<file path="src/hdl/ppm_pkg.sv">
// shared types and constants of the per-pixel running mean block
// no dependencies
`default_nettype none

package ppm_pkg;

  localparam int IDX_W      = 16;
  localparam int CH_W       = 8;
  localparam int NUM_CH     = 4;
  localparam int FRAC_BITS  = 8;
  localparam int MEAN_W     = CH_W + FRAC_BITS;
  localparam int COUNT_BITS = 16;
  localparam int CFG_W      = 17;
  localparam int QDEPTH     = 4;
  localparam int QPTR_W     = 2;
  localparam int QCNT_W     = 3;
  localparam int DIV_STAGES = 8;

  localparam logic [CFG_W-1:0]      MAX_PIXELS = 17'h10000;
  localparam logic [COUNT_BITS-1:0] COUNT_MAX  = 16'hFFFF;

  // one classified item on its way from front to back
  typedef struct packed {
    logic [IDX_W-1:0]             idx;
    logic [NUM_CH-1:0][CH_W-1:0]  smp;
    logic [COUNT_BITS-1:0]        n;
    logic                         first;
    logic                         last;
    logic                         err;
  } item_t;

endpackage

`default_nettype wire

</file>
<file path="src/hdl/ppm_front.sv">
// front part: accepts pixels, checks the index, tracks the frame counter
// depends on ppm_pkg
`default_nettype none

module ppm_front (
  input  wire logic                          clk,
  input  wire logic                          rst,
  input  wire logic                          cfg_we,
  input  wire logic [ppm_pkg::CFG_W-1:0]     cfg_data,
  input  wire logic                          s_axis_tvalid,
  output logic                               s_axis_tready,
  input  wire logic [47:0]                   s_axis_tdata,
  input  wire logic                          q_full,
  output logic                               push,
  output ppm_pkg::item_t                     push_item
);

  logic [ppm_pkg::CFG_W-1:0]      pixel_count;
  logic [ppm_pkg::COUNT_BITS-1:0] frame_counter;
  logic [ppm_pkg::CFG_W-1:0]      limit;
  logic [ppm_pkg::IDX_W-1:0]      idx;

  assign s_axis_tready = !q_full;
  assign push          = s_axis_tvalid && s_axis_tready;
  assign idx           = s_axis_tdata[15:0];
  assign limit = (pixel_count > ppm_pkg::MAX_PIXELS) ? ppm_pkg::MAX_PIXELS : pixel_count;

  always_comb begin
    push_item.idx   = idx;
    push_item.smp   = s_axis_tdata[47:16];
    push_item.err   = ({1'b0, idx} >= limit);
    push_item.last  = !push_item.err && ({1'b0, idx} == limit - 17'd1);
    push_item.first = (frame_counter == '0);
    push_item.n     = (frame_counter == ppm_pkg::COUNT_MAX) ? ppm_pkg::COUNT_MAX
                                                            : frame_counter + 16'd1;
  end

  always_ff @(posedge clk) begin
    if (rst) begin
      pixel_count   <= ppm_pkg::MAX_PIXELS;
      frame_counter <= '0;
    end else begin
      if (cfg_we) begin
        pixel_count <= cfg_data;
      end
      if (push && push_item.last && frame_counter != ppm_pkg::COUNT_MAX) begin
        frame_counter <= frame_counter + 16'd1;
      end
    end
  end

endmodule

`default_nettype wire

</file>
<file path="config.mk">
export PLATFORM = sky130hd
export DESIGN_NAME = ppm_front
export DESIGN_NICKNAME = d
export VERILOG_FILES = /design/src/hdl/ppm_pkg.sv /design/src/hdl/ppm_front.sv
export SDC_FILE = /design/constraint.sdc
export NUM_CORES = 1
export LEC_CHECK = 0
export BUFFER_PORTS_ARGS = -buffer_cell sky130_fd_sc_hd__buf_2
export CAP_MARGIN = 20
export CORE_ASPECT_RATIO = 0.9
export CORE_MARGIN = 10
export CORE_UTILIZATION = 45
export DETAILED_ROUTE_END_ITERATION = 7
export PLACE_DENSITY = 0.78
export SETUP_SLACK_MARGIN = 0.5
export SYNTH_ARGS = -nofsm -noshare
export SYNTH_HDL_FRONTEND = slang
export SYNTH_SLANG_ARGS = --single-unit
</file>
<file path="constraint.sdc">
create_clock -name clk -period 4.3 [get_ports clk]
set_clock_uncertainty 0.15 [all_clocks]
set_input_delay 0.86 -clock clk [delete_from_list [all_inputs] [get_ports clk]]
set_output_delay 0.86 -clock clk [all_outputs]
set_load 0.05 [all_outputs]
</file>
==> flow_summary.yaml <==
status:
  outcome: "finished clean"
critical_path:
  cp.required_ns: 3.29
  arrival_ns: 2.96
  reg2reg_slack_ns: 0.51
  crit_type: "input pin to output pin"
  reg2reg_from: "pixel_count[8]$_SDFFE_PP0P_"
  crit_path_start_kind: "input pin"
  cpPeakStageDelay_ns: 0.57
  cp_max_fo: 3
  reg2reg_to: "frame_counter[9]$_SDFFE_PP0P_"
  reg2reg_depth: 9
  startpoint: "s_axis_tdata[0]"
  end_kind: "output pin"
  critical_path.slowest_cell: "or4_4"
  crit_chain: "buf_2 -> inv_1 -> ha_4 -> a2111oi_2 -> nand3_1 -> nor2_1 -> nand4_1 -> or4_4 -> nor4_4 -> buf_6"
timing:
  drv_slew: 0
  finalCriticalPeriod_ns: 3.965
  hold_viol: 0
  rsz0062_at_grt: "true"
  max_freq_mhz: 252.2
  setup_viol: 0
  holdWs_ns: 0.3830
  relSlewSlack: 0.5208
  tightest_slew_ns: 0.7188
  period_share: 0.9221
  finalWorstSetupSlack_ns: 0.3350
floorplan:
  dieArea_mm2: 0.01170
  io_pins: 139
  coreArea_mm2: 0.007545
  core.rowCount: 30
  die_h_um: 103.6
  start_util: 0.4632
  chipWidth_um: 112.9
clock_tree:
  h-tree-depth: 2
  cts_root_buf: "clkbuf_8"
  cts.path.max_buffers: 2
  cts_tree: "yes"
  clk_pin_slew_ns: 0.08
  cts_inserted_buffers: 5
  hold_buffers: 0
  cts_sinks: 33
  clk_latency_ns: 0.30
yosys:
  synth_area_leader_cell: "dfxtp_1"
  synth_seq_area_share: 0.1890
  yosysUniqueCellTypes: 60
  syn_area_per_cell_um2: 7.564
  synth_most_common_cell: "buf_4"
  synth-edff-count: 0
  ys_seq_elements: 33
  synth_area_leaders: "dfxtp_1 19%, buf_4 10%, ha_1 6.8%"
  synth_cells: 462
  yosysWarnings: 0
  synth_nets: 551
  synth_area_mm2: 0.003495
  synth-main-ff-cell: "dfxtp_1"
  synth_common_cells: "48 x buf_4, 47 x nand2_1, 41 x nor2_1"
  async_flop_share: 0
  netlist.area_leader.share: 0.1890
pwr:
  pwr_density_cell_mw_per_mm2: 235.1
  power_frac_clock: 0.320
  power.switching_uw: 323.1
  vdd_ir_drop_max_v: 0.0001848
  p_leak_uw: 0.001700
  p_seq_frac: 0.355
  power.share.combinational: 0.325
  p_sw_frac: 0.3463
  p_int_uw: 610.1
routing:
  wl_per_cell_um: 17.15
  antenna_left: 0
  first_iter_violations: 364
  drc_errors: 0
  routed_via_density: 5.807
  num_vias: 3409
  drt-total-wl_um: 10070
  firstDrtPassIters: 5
place:
  gp_routability_congestion: 0.9603
  dpl.cell_count: 574
  hpwl_um: 7744
  place_worst_setup_slack_ns: 0.1615
  io_buffers: 74
final_layout:
  drive_gt1_frac: 0.2994
  area_growth_pct: 13.61
  nFillCells: 720
  fin_nets: 579
  stdcell_count: 587
  diodes: 0
worst_hold_path:
  hold_path_depth: 2
  min_path_type: "flip-flop to flip-flop"
  hold_path_end: "frame_counter[14]$_SDFFE_PP0P_"
  worstHoldStart: "frame_counter[14]$_SDFFE_PP0P_"
grt:
  grt_pass1_wl_um: 15870
  antenna_found_initial: 0
  grt_pass1_vias: 3106
  grtUsageTotal: 0.1596
  grt_max_degree: 41
  grt_overflow: 0
run:
  maxCapViolCount: 0
==> cells by family after synthesis <==
logic type,synth area share
adders and majority gates,0.06803
xor gates and xnor gates,0.06015
AOI/OAI and AO/OA,0.1339
and+or+nand+nor,0.3276
buffers and inverters,0.1439
muxes,0.07734
DFF,0.1890
==> sequential cells by signal, summed over array words and instances (netlist names) <==
| name | flops |
|---|---|
| frame_counter | 16 |
| pixel_count | 17 |
==> critical path, delay by kind of cell <==
family	cells	cell delay (ns)
AND/OR/NAND/NOR	5	1.20
buffers and inverters	3	0.39
AO/OA/AOI/OAI	1	0.28
adder cells (fa/ha/maj)	1	0.22
==> layout by cell type (no fill, tap or decap), types with 4 or more instances in the layout <==
cell type	n
and3_1	9
nand2b_1	7
nand4_1	6
nor2_1	40
or3_1	5
or4_4	5
o21ai_0	13
o31ai_1	9
ha_1	17
a21oi_1	11
clkbuf_8	5
mux2i_1	17
nor4_1	9
mux2_2	7
or4_1	9
dfxtp_1	29
xnor2_1	16
buf_4	21
buf_2	73
nor3_1	11
nand3_1	17
nor2b_1	15
o211ai_1	4
nand2_1	46
xor2_1	7
inv_1	8
==> stage by stage <==
stage          utilization  total power [µW]  instance area (µm²)  setup TNS, ns
3_3_place_gp        0.4842             605.6                 3654              0
5_1_grt             0.5262             979.4                 3970              0
4_1_cts             0.5091             920.0                 3841              0
3_5_place_dp        0.4842             608.5                 3654              0
2_1_floorplan            -             616.6                 3568        -0.6085
6_report            0.5262             933.2                 3970              0
==> timing repair <==
item / 4_1_cts / 5_1_grt
pin swaps: 5 / 8
endpoints found under the hold margin: 0 / 0
endpoints found under the setup margin: 2 / 32
setup buffers: 1 / 4
resized for setup: 16 / 20
==> layer usage <==
metal  wire length [µm]  GRT usage  up-vias
met5                  0          0        -
met4                175    0.05616        0
met3                818    0.05017       26
met2               4481     0.2435      132
met1               4590     0.2048     1580
li1                   -          -     1671
==> layout make-up <==
type / count / area [µm²] / share of cell area
inverters: 9 / 33.78 / 0.008509
well taps: 96 / 120.1 / 0.03026
clock inverters: 3 / 46.29 / 0.01166
repair buffers: 95 / 534.3 / 0.1346
clock buffers: 5 / 68.82 / 0.01733
flip-flops and latches: 33 / 670.6 / 0.1689
multi-input cells: 346 / 2496 / 0.6287
==> worst max-delay path by stage <==
| stage | end | cells past startpoint |
|---|---|---|
| 2_1_floorplan | push_item[1] | 14 |
| 3_3_place_gp | push_item[1] | 10 |
| 3_5_place_dp | push_item[1] | 10 |
| 4_1_cts | push_item[1] | 8 |
| 5_1_grt | push_item[1] | 9 |
| 6_report | push_item[1] | 10 |
==> power groups by stage <==
stage / Sequential (µW) / Combinational, µW / Clock [µW]
6_report: 331 / 304 / 298
3_5_place_dp: 337 / 272 / 0
5_1_grt: 332 / 328 / 319
4_1_cts: 330 / 284 / 305
2_1_floorplan: 331 / 286 / 0
3_3_place_gp: 336 / 270 / 0
Power figures use the tool's default switching activity.
