<file path="config.mk">
export PLATFORM = sky130hd
export DESIGN_NAME = ppm_queue
export DESIGN_NICKNAME = d
export VERILOG_FILES = /design/src/hdl/ppm_pkg.sv /design/src/hdl/ppm_queue.sv
export SDC_FILE = /design/constraint.sdc
export NUM_CORES = 1
export LEC_CHECK = 0
export ABC_AREA = 0
export BUFFER_PORTS_ARGS = -buffer_cell sky130_fd_sc_hd__buf_2
export CAP_MARGIN = 20
export CORE_ASPECT_RATIO = 0.9
export CORE_MARGIN = 1.5
export CORE_UTILIZATION = 45
export DETAILED_ROUTE_END_ITERATION = 8
export GPL_ROUTABILITY_DRIVEN = 0
export PLACE_DENSITY = 0.64
export SYNTH_ARGS = -nofsm -noshare
export SYNTH_HDL_FRONTEND = slang
export SYNTH_SLANG_ARGS = --single-unit
</file>
<file path="constraint.sdc">
create_clock -name clk -period 2.6 [get_ports clk]
set_input_delay 0.13 -clock clk [delete_from_list [all_inputs] [get_ports clk]]
set_output_delay 0.13 -clock clk [all_outputs]
set_load 0.005 [all_outputs]
</file>
<file path="src/hdl/ppm_pkg.sv">
// shared types and constants of the per-pixel running mean block
// no dependencies
`default_nettype none

package ppm_pkg;

  localparam int IDX_W      = 16;
  localparam int CH_W       = 8;
  localparam int NUM_CH     = 4;
  localparam int FRAC_BITS  = 8;
  localparam int MEAN_W     = CH_W + FRAC_BITS;
  localparam int COUNT_BITS = 16;
  localparam int CFG_W      = 17;
  localparam int QDEPTH     = 4;
  localparam int QPTR_W     = 2;
  localparam int QCNT_W     = 3;
  localparam int DIV_STAGES = 8;

  localparam logic [CFG_W-1:0]      MAX_PIXELS = 17'h10000;
  localparam logic [COUNT_BITS-1:0] COUNT_MAX  = 16'hFFFF;

  // one classified item on its way from front to back
  typedef struct packed {
    logic [IDX_W-1:0]             idx;
    logic [NUM_CH-1:0][CH_W-1:0]  smp;
    logic [COUNT_BITS-1:0]        n;
    logic                         first;
    logic                         last;
    logic                         err;
  } item_t;

endpackage

`default_nettype wire

</file>
<file path="src/hdl/ppm_queue.sv">
// short item queue between front and back
// depends on ppm_pkg
`default_nettype none

module ppm_queue (
  input  wire logic           clk,
  input  wire logic           rst,
  input  wire logic           push,
  input  wire ppm_pkg::item_t push_item,
  input  wire logic           pop,
  output logic                full,
  output logic                head_valid,
  output ppm_pkg::item_t      head_item
);

  ppm_pkg::item_t                 slots [ppm_pkg::QDEPTH];
  logic [ppm_pkg::QPTR_W-1:0]     wr_ptr;
  logic [ppm_pkg::QPTR_W-1:0]     rd_ptr;
  logic [ppm_pkg::QCNT_W-1:0]     count;

  assign full       = (count == ppm_pkg::QCNT_W'(ppm_pkg::QDEPTH));
  assign head_valid = (count != '0);
  assign head_item  = slots[rd_ptr];

  always_ff @(posedge clk) begin
    if (push) begin
      slots[wr_ptr] <= push_item;
    end
  end

  always_ff @(posedge clk) begin
    if (rst) begin
      wr_ptr <= '0;
      rd_ptr <= '0;
      count  <= '0;
    end else begin
      if (push) wr_ptr <= wr_ptr + 1'b1;
      if (pop)  rd_ptr <= rd_ptr + 1'b1;
      unique case ({push, pop})
        2'b10:   count <= count + 1'b1;
        2'b01:   count <= count - 1'b1;
        default: count <= count;
      endcase
    end
  end

endmodule

`default_nettype wire

</file>
==> results.txt <==
The run finished with clean final reports. The number of placed instances with taps included came out at between 800 and 900. The areal power density over the cells is between 700 and 800 mW/mm^2.

The critical path's top delay family is multiplexers. After detailed routing, the number of vias per cell comes to 5.05. The achievable frequency is 445 MHz. The number of H-tree levels came out at 1. Setup repair after global routing left no endpoint under its margin.

The final core area utilization came out at 58.9%. The tree is rooted in a sky130_fd_sc_hd__clkbuf_16. The area of the die is about 0.023 sq mm. Detailed routing inserted a total of between 4000 and 5000 vias. The final period utilization is a little under nine tenths.

The first global-routing pass estimated 29700 um of wire. For this run, design rule violations remaining after detail routing come to 0. The library cells used most frequently in the layout, excluding fill and tap cells, are sky130_fd_sc_hd__edfxtp_1 (268), sky130_fd_sc_hd__buf_2 (139), sky130_fd_sc_hd__dlygate4sd3_1 (71). The critical path in this run is classified as flop to output port. The synthesized netlist contains 22 unique library cells. The vertical die dimension came out at between 100 and 150 um.

140 I/O pins were placed. The synthesized area per cell came out at 25.5 sq um. The peak ir drop on the vdd network came out at approximately 0.56 mV.

The number of antenna repair diodes is 0. Yosys mapped a number of flops with a built-in enable equal to around 270. Global routing used between 20 and 25% of the available met1 tracks.

From left edge to right edge, the die measures between 150 and 200 um. The final antenna-violating net count came out at 0. Of the cells placed in the final design, the portion with a size suffix greater than 1 is 40.8%.

The layer flagged by global routing as most heavily used is met2. The number of clock sinks seen by CTS came out at about 280. The clock skew is ~0.011 ns. The minimum setup slack after placement is 0.841 ns. The layout has around 1600 filler cells. Summing all multi-input logic gate instances after layout gives between 0.0015 and 0.002 sq mm. Counting every net in the synthesized netlist gives 474. Of all nets on the critical path, the largest fanout is 32.

The critical path goes through buf_12 > mux4_2 > buf_2. Sequential cells were found to cover just over 80% of the synthesized design area. The overall routing resource usage is 16.5%.

The area growth from synthesis to layout came out at 27.2%. The first detailed-routing pass took 4 iterations. The number of nets in the layout is 710. The arrival time reported for the critical path endpoint came out at 2.11 ns. The post-layout worst setup margin is 0.355 ns. The initialized floorplan defines just over 50 standard-cell rows. The number of violations reported at the end of detailed-routing iteration 0 came out at 363. The total global routing overflow is 0.

The CTS buffer count is 28. The worst stage delay on the critical path is between 0.5 and 0.6 ns. Summed over all cells, the static leakage comes to 4.42 nW.

The insertion delay of the later-clocked pin in the worst-skew pair came out at 0.53 ns. The fraction of met3 tracks used by global routing came out at between 3 and 4%. The required time at the worst-slack endpoint is approximately 2.5 ns.

The final count of negative-setup-slack endpoints is 0. Port buffering added ~140 buffers. STA classifies the critical path endpoint as an output port. The clock tree from TritonCTS is yes. The number of pins exceeding their max-slew limit in the final report came to 0. The via count of the first global-routing pass came out at around 5400. For the pin with the worst max-slew slack, the measured transition is 0.543 ns.

The synthesized design contains about 280 register bits. The average detailed-routed wire length per instance came out at about 20 um. The worst pin sits at a relative slew slack of 63.8%. The number of max-cap violations is 0.

The worst path buffer plus inverter count is 2. The largest net degree at the start of global routing is 68. The post-synthesis cell area is roughly 0.010 sq mm. The number of hold-slack violations in the final timing report came to 0.

The met2 capacity usage during global routing is ~28%. The total design power came out at 10.2 mW. The time the worst path needs with I/O delays and setup is 2.24 ns.

After clock tree synthesis, the clock-pin slew on the worst setup and hold paths is about 0.060 ns. The initial antenna violation count came to 0. The worst hold path belongs to the class primary input to flop. The async set or reset register ratio after synthesis came out at 0%. The total core area is 0.0219 sq mm. The sequential cell area is a little over 0.008 sq mm. The half-perimeter wire length after placement came out at approximately 11000 um.

The total routed wirelength is between 15000 and 20000 um. For this design, the slowest cell found on the critical path is sky130_fd_sc_hd__mux4_2. STA classifies the critical path startpoint as a flop. The most used flip-flop cell after synthesis is sky130_fd_sc_hd__edfxtp_1. During synthesis, Yosys emitted a total of 0 warnings. The finished layout holds 946 standard cells, fillers aside. Counting along the longest clock path gives a buffer depth of 3. The library cell used most frequently in the layout, excluding fill and tap cells, is sky130_fd_sc_hd__edfxtp_1. The total negative setup slack came out at 0 ns. The initial utilization of the core area, before any placement, comes to between 40% and 50%.

The cell count after synthesis is approximately 400.
==> cell type report <==
class / instances / share of cell area [%]
Sequential cell: 277 / 63.9
Multi-Input combinational cell: 98 / 13.6
Timing Repair Buffer: 222 / 12.3
Clock buffer: 39 / 6.15
Tap cell: 291 / 2.82
Clock inverter: 13 / 1.15
Inverter: 6 / 0.175
==> report_power, final <==
part           total, mW  internal, mW  switching (mW)
Clock               4.01          2.43            1.58
Sequential          5.21          5.12          0.0832
Combinational      0.949         0.513           0.436
Total               10.2          8.07            2.10
==> kinds of logic after synthesis <==
logic type                 share of synthesized area, %
buffers and inverters                              1.69
muxes                                              15.0
and+or+nand+nor                                   0.765
xor gates and xnor gates                          0.432
AOI/OAI and AO/OA                                 0.148
DFF                                                81.2
adders and majority gates                         0.815
==> state kept, by name, indices dropped and copies added (netlist names), named ones only <==
register / flops
slots: 268
wr_ptr: 2
rd_ptr: 2
count: 3
==> what timing repair did <==
| action | in CTS | in global routing |
|---|---|---|
| buffers inserted | 0 | 0 |
| hold buffers | 71 | 0 |
| resized for setup | 0 | 0 |
| endpoints found under the hold margin | 277 | 0 |
==> worst reg2reg max path, stage by stage, from the launching register on <==
cell                      delay [ns]
sky130_fd_sc_hd__dfxtp_1        0.34
sky130_fd_sc_hd__inv_1          0.09
sky130_fd_sc_hd__ha_1           0.15
sky130_fd_sc_hd__and2_4         0.44
sky130_fd_sc_hd__buf_4          0.33
==> Yosys cell counts, types with 2 or more instances <==
library cell / count / area [sq um]
sky130_fd_sc_hd__edfxtp_1: 268 / 8050
sky130_fd_sc_hd__mux4_2: 67 / 1510
sky130_fd_sc_hd__dfxtp_1: 9 / 180
sky130_fd_sc_hd__nor2_1: 8 / 30.0
sky130_fd_sc_hd__inv_1: 6 / 22.5
sky130_fd_sc_hd__ha_1: 5 / 62.6
sky130_fd_sc_hd__and2_1: 4 / 25.0
sky130_fd_sc_hd__buf_12: 4 / 80.1
sky130_fd_sc_hd__buf_2: 4 / 20.0
sky130_fd_sc_hd__buf_1: 3 / 11.3
sky130_fd_sc_hd__buf_4: 3 / 22.5
sky130_fd_sc_hd__xor2_1: 3 / 26.3
sky130_fd_sc_hd__a21oi_1: 2 / 10.0
sky130_fd_sc_hd__or3_1: 2 / 12.5
sky130_fd_sc_hd__xnor2_1: 2 / 17.5
==> through the flow <==
| stage | area (sq um) | hold slack (ns) |
|---|---|---|
| floorplan | 10100 | 0.229 |
| global placement | 11200 | 0.340 |
| detailed placement | 11200 | 0.346 |
| CTS | 12900 | 0.331 |
| global route | 12900 | 0.344 |
| finish | 12900 | 0.351 |
==> metal layers <==
layer	share of wire (%)	routed length, um
met5	0	0
met3	6.1	1160
met1	43	8050
met2	49	9330
met4	1.9	363
==> path summary, 6_finish.rpt <==
kind | to | from | slack [ns] | cells after the start
hold / removal | slots[0][54] | push_item[54] | 0.35 | 2
hold reg to reg | rd_ptr[1] | rd_ptr[1] | 0.53 | 2
setup reg to reg | slots[0][42] | wr_ptr[0] | 0.93 | 4
setup / recovery | head_item[35] | flop | 0.36 | 3
Power figures use the tool's default switching activity.
